<file path="config.mk">
export PLATFORM = sky130hd
export DESIGN_NAME = scd_ctrl
export DESIGN_NICKNAME = d
export VERILOG_FILES = /design/src/design/scd_pkg.sv /design/src/design/scd_ctrl.sv
export SDC_FILE = /design/constraint.sdc
export NUM_CORES = 1
export LEC_CHECK = 0
export ABC_CLOCK_PERIOD_IN_PS = 1700
export BUFFER_PORTS_ARGS = -buffer_cell sky130_fd_sc_hd__buf_2
export CAP_MARGIN = 20
export CORE_AREA = 3 3 40 42
export CTS_BUF_LIST = sky130_fd_sc_hd__clkbuf_8
export CTS_CLUSTER_DIAMETER = 80
export CTS_CLUSTER_SIZE = 16
export DETAILED_ROUTE_END_ITERATION = 6
export DIE_AREA = 0 0 43 45
export PLACE_DENSITY_LB_ADDON = 0.25
export SLEW_MARGIN = 20
export SYNTH_ARGS = -nofsm -noshare
export SYNTH_HDL_FRONTEND = slang
export SYNTH_SLANG_ARGS = --single-unit
</file>
<file path="constraint.sdc">
create_clock -name clk -period 1.7 [get_ports clk]
set_clock_uncertainty 0.15 [all_clocks]
set_input_delay 0.34 -clock clk [delete_from_list [all_inputs] [get_ports clk]]
set_output_delay 0.34 -clock clk [all_outputs]
set_load 0.1 [all_outputs]
</file>
<file path="src/design/scd_pkg.sv">
`default_nettype none

package scd_pkg;

    // Input command codes.
    localparam logic CMD_DECODE = 1'b0;
    localparam logic CMD_WRITE  = 1'b1;

    // Modifier scan codes with the break bit removed.
    localparam logic [6:0] CODE_RSHIFT = 7'h36;
    localparam logic [6:0] CODE_LSHIFT = 7'h2A;
    localparam logic [6:0] CODE_CTRL   = 7'h1D;
    localparam logic [6:0] CODE_ALT    = 7'h38;
    localparam logic [6:0] CODE_SCROLL = 7'h46;
    localparam logic [6:0] CODE_NUM    = 7'h45;

    localparam logic [15:0] KEY_END   = 16'hFFFF;
    localparam logic [7:0]  CHAR_MISS = 8'h20;
    localparam logic [7:0]  CHAR_NONE = 8'h00;
    localparam logic [7:0]  PRESS_CLR = 8'hFE;

    typedef struct packed {
        logic        command;
        logic [7:0]  scan_code;
        logic [6:0]  entry_index;
        logic [15:0] entry_key;
        logic [7:0]  entry_char;
    } item_t;

    typedef struct packed {
        logic [7:0] char_code;
        logic [7:0] modifier_flags;
    } result_t;

    typedef enum logic [2:0] {
        ST_CLEAR,
        ST_IDLE,
        ST_DECODE,
        ST_LOOK,
        ST_EMIT
    } state_t;

    // Commands from the controller to the datapath.
    typedef struct packed {
        logic clear_step;
        logic take;
        logic finish_mod;
        logic look_step;
        logic finish_lookup;
        logic emit;
    } ctrl_cmd_t;

    // Status from the datapath to the controller.
    typedef struct packed {
        logic clear_last;
        logic item_valid;
        logic item_write;
        logic is_modifier;
        logic look_done;
        logic out_busy;
    } dp_status_t;

endpackage

`default_nettype wire

</file>
<file path="src/design/scd_ctrl.sv">
`default_nettype none

module scd_ctrl (
    input  wire logic               clk,
    input  wire logic               rst_n,
    input  wire scd_pkg::dp_status_t status,
    output scd_pkg::ctrl_cmd_t      cmd
);

    import scd_pkg::*;

    state_t state_reg;
    state_t state_next;

    always_ff @(posedge clk or negedge rst_n)
    begin
        if (!rst_n)
        begin
            state_reg <= ST_CLEAR;
        end
        else
        begin
            state_reg <= state_next;
        end
    end

    always_comb
    begin
        state_next = state_reg;
        cmd        = '0;
        unique case (state_reg)
            ST_CLEAR:
            begin
                cmd.clear_step = 1'b1;
                if (status.clear_last)
                begin
                    state_next = ST_IDLE;
                end
            end
            ST_IDLE:
            begin
                cmd.take = 1'b1;
                if (status.item_valid && !status.item_write)
                begin
                    state_next = ST_DECODE;
                end
            end
            ST_DECODE:
            begin
                if (status.is_modifier)
                begin
                    cmd.finish_mod = 1'b1;
                    state_next     = ST_EMIT;
                end
                else
                begin
                    state_next = ST_LOOK;
                end
            end
            ST_LOOK:
            begin
                cmd.look_step = 1'b1;
                if (status.look_done)
                begin
                    cmd.finish_lookup = 1'b1;
                    state_next        = ST_EMIT;
                end
            end
            ST_EMIT:
            begin
                if (!status.out_busy)
                begin
                    cmd.emit   = 1'b1;
                    state_next = ST_IDLE;
                end
            end
            default:
            begin
                state_next = ST_IDLE;
            end
        endcase
    end

endmodule

`default_nettype wire

</file>
=== After elaboration in Yosys (flattened, before gate mapping) ===
Cells that the tools add are included.

* Register bits: 3
* Bits in latches: 0
* Memory bits (writable): 0
* Memory bits (read-only): 0
* Bits of input ports: 8
* Output and inout port bits: 6
* Word-level logic and storage cells: 27
* Memories kept: 0

* $add $sub $neg: 0
* Multipliers: 0
* Div/mod/pow operators: 0
* $lt $le $gt $ge: 0
* Equality and inequality tests: 8
* Shift-type cells: 0
* Muxes and demuxes: 14
* Bitwise logic cells: 0
* Reduce and logical (&&, ||, !) cells: 4

{| class="wikitable"
|+ Operators by type and width
! operator !! count
|-
| 3-bit two-way mux || 5
|-
| 3-bit case mux with 5 select lines || 1
|-
| 2-bit != test (second input constant) || 4
|-
| 1-bit two-way mux || 7
|-
| 3-bit by 2-bit equality test with 1-bit output (second input constant) || 2
|-
| 4-bit AND reduction || 1
|-
| 3-bit by 1-bit equality test with 1-bit output (second input constant) || 1
|-
| 3-bit equality test (second input constant) || 1
|-
| 3-bit zero test || 1
|-
| 2-bit two-way mux || 1
|-
| 1-bit logical AND || 1
|-
| 1-bit zero test || 1
|}

=== Logic depth before layout (Yosys ltp) ===
Gate-level depths: netlist of the first run.

* Depth after elaboration: 4
* Mapped depth: 4
* Depth with buffers taken out: 3

=== Worst setup path before layout of the first run ===
Ideal clock, no wire load.

* Kind: register to output
* Start: register state_reg[2]
* End: output port cmd[0] in the netlist's numbering
* Data arrival time: 3.418 ns
* Required time: 1.210 ns
* Slack: -2.208 ns
* Stages on the path, launching flop included: 3
* Path buffers: 0
* Path through: dfrtp_1 inv_1 nor4_1

{| class="wikitable"
|+ RTL lines
! what !! line !! RTL
|-
| start, declared || scd_ctrl.sv:12 || <nowiki>state_t state_reg;</nowiki>
|-
| start signal, assigned || scd_ctrl.sv:23 || <nowiki>state_reg <= state_next;</nowiki>
|-
| end, declared || scd_ctrl.sv:7 || <nowiki>output scd_pkg::ctrl_cmd_t cmd</nowiki>
|}

==> results of run 1 <==
worst reg2reg max path, delay by kind of cell (launching register included):
kind,cells,cell delay (ps)
muxes,1,510
DFF,1,400
buffers and inverters,2,280
AOI/OAI and AO/OA,1,140
layout make-up:
cell class	count	area share (%)
clock buffers	3	6.87
clock inverters	1	0.625
inverters	2	1.67
multi-input cells	20	32.7
flip-flops and latches	3	13.1
well taps	15	3.13
repair buffers	24	41.9
logic make-up after synthesis:
group	Yosys count
buf+inv	4
compound gates	4
flops	3
simple gates	14
mux	2
worst paths after layout:
path / start / end / cells past startpoint
max: state_reg[1] / cmd[4] / 3
min: status[2] / state_reg[1] / 4
max reg2reg: state_reg[0] / state_reg[0] / 4
min reg2reg: state_reg[2] / state_reg[1] / 2
max in group asynchronous: rst_n / state_reg[1] / 2
min in group asynchronous: rst_n / state_reg[0] / 2
layer usage:
layer,vias to the layer above,track usage [%]
li1,146,-
met1,132,9.05
met2,10,15.0
met3,2,2.39
met4,0,9.04
met5,-,0
stage by stage:
stage / std cells / hold slack, ps / area [µm²] / utilization, % / worst slack, ps
2_1_floorplan: 27 / -106 / 304 / - / -377
3_3_place_gp: 58 / -9.47 / 490 / 38.2 / 148
3_5_place_dp: 58 / -12.3 / 490 / 38.2 / 152
4_1_cts: 66 / 267 / 586 / 45.6 / -26.3
5_1_grt: 68 / 306 / 601 / 46.7 / -70.7
6_report: 68 / 271 / 601 / 46.7 / -1.97
synth_stat cells, types with 2 or more instances:
library cell  count
dfrtp_1           3
nor3b_1           3
inv_1             2
nand2_1           2
nor2_1            2
nor2b_1           2
timing repair:
action,in CTS,in global routing
hold buffers,1,0
resized for setup,6,0
endpoints found under the hold margin,3,0
setup buffers,3,2
pin swaps,4,0
setup endpoints to repair,4,5
cloned,0,0
==> run metrics, run 1 <==
die area around 1900 µm²; Ys Warns 0; register area 78.8 µm²; R2R setup slack around 140 ps; CTS clock-pin slew for the worst setup and hold paths approximately 30 ps; worst path required time 1210 ps; fraction of registers with async set/reset 100%; met2 wire length 410 µm; total number of vias 290; # DRC 0; number of global-route vias before repair 305; final worst setup slack -1.97 ps; min cycle time layout 1700 ps; Syn Nets 35; Layout area overhead 154%; initial antenna violation count 0; largest net degree at the start of global routing 7; WL met1 262 µm; Synth Area in Adders 0%; synth unique cells 19; Max Cap Viol 0; Layout Nets 62; met3 WL roughly 29 µm; final RePlAce weighted congestion 0.743; Core ar. 1280 µm²; sequential-to-total area share from yosys stat 31.7%; Setup CP Type reg2out; RSZ-0062 raised after global routing yes; area of the multi-input gates 196 µm²; WL final 718 µm; Syn Std Cell Area 236 µm²; H-tree depth 1; Worst Setup End Kind output pin; total track usage 9.04%; total negative slack -1.97 ps; I/O pin count 14; Sink Count 3; share of the synthesized area in the top cell type 31.7%; xor/xnor share of the synthesized area 0%; Final period util 100%; 1st-iter DRT viols 4; synth top area cells dfrtp_1, mux4_2, nor3b_1; Die H 45 µm; Starting Density 18.4%; Max Clk Rate just under 600 MHz; syn_area_per_cell 8.76 µm²; # fillers between 100 and 150; worst path buffer plus inverter count 2; most frequent cells in the layout buf_2, buf_4, buf_12; post-route ant nets 0; Root Driver clkbuf_8; violated checks setup timing; post-synth top area cell dfrtp_1; endpoints failing hold 0; TritonCTS clock tree yes; max-slew headroom at the worst pin 82.4%; actual slew at the worst max-slew pin between 200 and 300 ps; TritonCTS Buffers 3; final setup fails 1; routed len/inst 10.6 µm; post-synthesis mux area share 13.8%; Max stage delay on crit path 450 ps; Synth Area in Simple Gates 33.9%; layout cell share with drive strength beyond 1 73.6%; CP startpoint kind register; Crit-path slowest cell dfrtp_2; antenna fix cells 0; max reg flops 3; min-delay worst type in2reg; DR pass1 iterations 2; main combinational cell family by area after synthesis simple AND/OR/NAND/NOR gates; Vias/cell 4.26; max-slew violation count 0; die width 43 µm; Rows 13; status complete, but fails checks; Port Buf Inserts 13; Seq cells post-synth 3; Cells after Synth 27; worst skew pair latency 220 ps; family with the most delay on the worst path flip-flops; Compound-Gate Fraction of Synth Area 11.1%; first-pass GRT wire length between 1000 and 1500 µm; max layer used met4; overflow left after global routing 0; EDFF count, synth 0; commonest register cell after synthesis dfrtp_1; Clock Tree Buf Depth 2; dpl hpwl about 550 µm; top fanout value on the critical path 6; Crit path arrival time 1210 ps; crit path cell chain buf_6 > nor3b_4 > buf_12
Power of run 1 is left out: the tool's default activity adds up to more than one toggle a clock period on the data nets, which glitch-free logic cannot reach.
==> run 2, diff against run 1 <==
--- a/config.mk
+++ b/config.mk
@@ -7,3 +7,3 @@
 export LEC_CHECK = 0
-export ABC_CLOCK_PERIOD_IN_PS = 1700
+export ABC_CLOCK_PERIOD_IN_PS = 1750
 export BUFFER_PORTS_ARGS = -buffer_cell sky130_fd_sc_hd__buf_2
@@ -17,2 +17,3 @@
 export PLACE_DENSITY_LB_ADDON = 0.25
+export REMOVE_ABC_BUFFERS = 1
 export SLEW_MARGIN = 20
==> constraint.sdc (replaced) <==
create_clock -name clk -period 1.75 [get_ports clk]
set_clock_uncertainty 0.15 [all_clocks]
set_input_delay 0.0875 -clock clk [delete_from_list [all_inputs] [get_ports clk]]
set_output_delay 0.0875 -clock clk [all_outputs]
set_load 0.1 [all_outputs]
==> run 2 against run 1 <==
Compared with the run above: the flow now finishes without violations; cell count fell by 15%; critical path depth did not move; sequential cell count did not move; largest cell class is now multi-input combinational cells; die area did not move; first-iteration DRC count fell by 25%; global-route usage fell by 1.5 points; critical endpoint is now cmd[1]; sequential share of layout area rose by 3.7 points; highest routed layer unchanged; critical path type unchanged; register-to-register slack improved by 140 ps; non-clock buffer count fell by 10; setup slack improved by 100 ps.
==> run metrics, run 2 (synthesis gave the netlist of run 1 again) <==
Vias/cell 4.29; Starting Density 18.4%; Port Buf Inserts 13; I/O pin count 14; endpoints failing hold 0; R2R depth 2; Root Driver clkbuf_8; overflow left after global routing 0; largest net degree at the start of global routing 11; initial antenna violation count 0; Layout Nets 52; Max Cap Viol 0; TritonCTS clock tree yes; RSZ-0062 raised after global routing no; Worst Setup End Kind output pin; CTS clock-pin slew for the worst setup and hold paths 30 ps; DR pass1 iterations 2; worst skew pair latency 220 ps; Die H 45 µm; # DRC 0; die area approximately 1900 µm²; Core ar. 1280 µm²; Worst Min Path Start status[0]; Final period util between 90% and 100%; Rows 13; die width between 40 and 50 µm; TritonCTS Buffers 3; r2r startpoint state_reg[0]; final RePlAce weighted congestion approximately 0.68; min cycle time layout ~1600 ps; first-pass GRT wire length 1060 µm; antenna fix cells 0; top fanout value on the critical path 10; routed len/inst 10.0 µm; Clock Tree Buf Depth 2; Setup CP Type reg2out; H-tree depth 1; total number of vias around 250; layout cell share with drive strength beyond 1 48.8%; Crit path arrival time between 1000 and 1500 ps; actual slew at the worst max-slew pin 489 ps; max reg flops 3; number of global-route vias before repair 271; final setup fails 0; total track usage approximately 7.5%; commonest non-fill, non-tap cell in the layout buf_2; 1st-iter DRT viols 3; WHS Path Cells 3; post-route ant nets 0; CP startpoint kind register; max-slew violation count 0; Layout area overhead 88.9%; worst path required time 1510 ps; WL final about 580 µm; Max Clk Rate 607 MHz; R2R setup slack about 280 ps; Setup Buffers After CTS 0; status finished clean; min-delay worst type in2reg; max-slew headroom at the worst pin roughly two thirds; Sink Count 3; most frequent cells in the layout buf_2, buf_12, inv_1, clkbuf_8, dfrtp_1; crit path from state_reg[0]; total negative slack 0 ps
run 2: cell count changes in the layout (fill, tap and decap cells not counted), sizes merged:
cell | previous run | this run
buf | 23 | 13
run 2: path summary, 6_finish.rpt:
| kind | endpoint |
|---|---|
| max in group asynchronous | state_reg[1] |
| worst max register to register | state_reg[0] |
| worst min register to register | state_reg[1] |
| worst min-delay path | state_reg[2] |
| worst max-delay path | cmd[1] |
| min in group asynchronous | state_reg[2] |
run 2: metal layers:
layer / GRT usage, % / wire [µm] / vias up
met5: 0 / 0 / -
met4: 7.23 / 18 / 0
met3: 1.59 / 33 / 2
met2: 12.0 / 294 / 8
met1: 8.25 / 235 / 114
li1: - / - / 125
run 2: what timing repair did:
item	in CTS	in global routing
hold buffers	1	0
endpoints found under the hold margin	3	0
endpoints found under the setup margin	0	2
resized for setup	0	2
run 2: layout make-up:
class / instances / area [µm²]
multi-input cells: 20 / 150
repair buffers: 14 / 150
clock inverters: 1 / 3.75
well taps: 15 / 18.8
inverters: 2 / 7.51
clock buffers: 3 / 41.3
fillers: 139 / 838
flip-flops and latches: 3 / 75.1
run 2: critical path, stage by stage (launching register included):
cell and delay [ps]:
dfrtp_1 540, and3_2 290, and2_1 180, buf_12 180
run 2: metrics by stage:
stage | instances | util [%] | cell area (µm²) | setup WS, ps | hold slack [ps]
CTS | 58 | 33.9 | 435 | 26.9 | 1.90
floorplan | 25 | - | 221 | -1910 | -358
global placement | 53 | 29.6 | 380 | 281 | -262
global route | 58 | 34.8 | 447 | 37.7 | 64.0
detailed placement | 53 | 29.6 | 380 | 287 | -260
finish | 58 | 34.8 | 447 | 102 | 14.0
Power of run 2 is left out for the same reason.
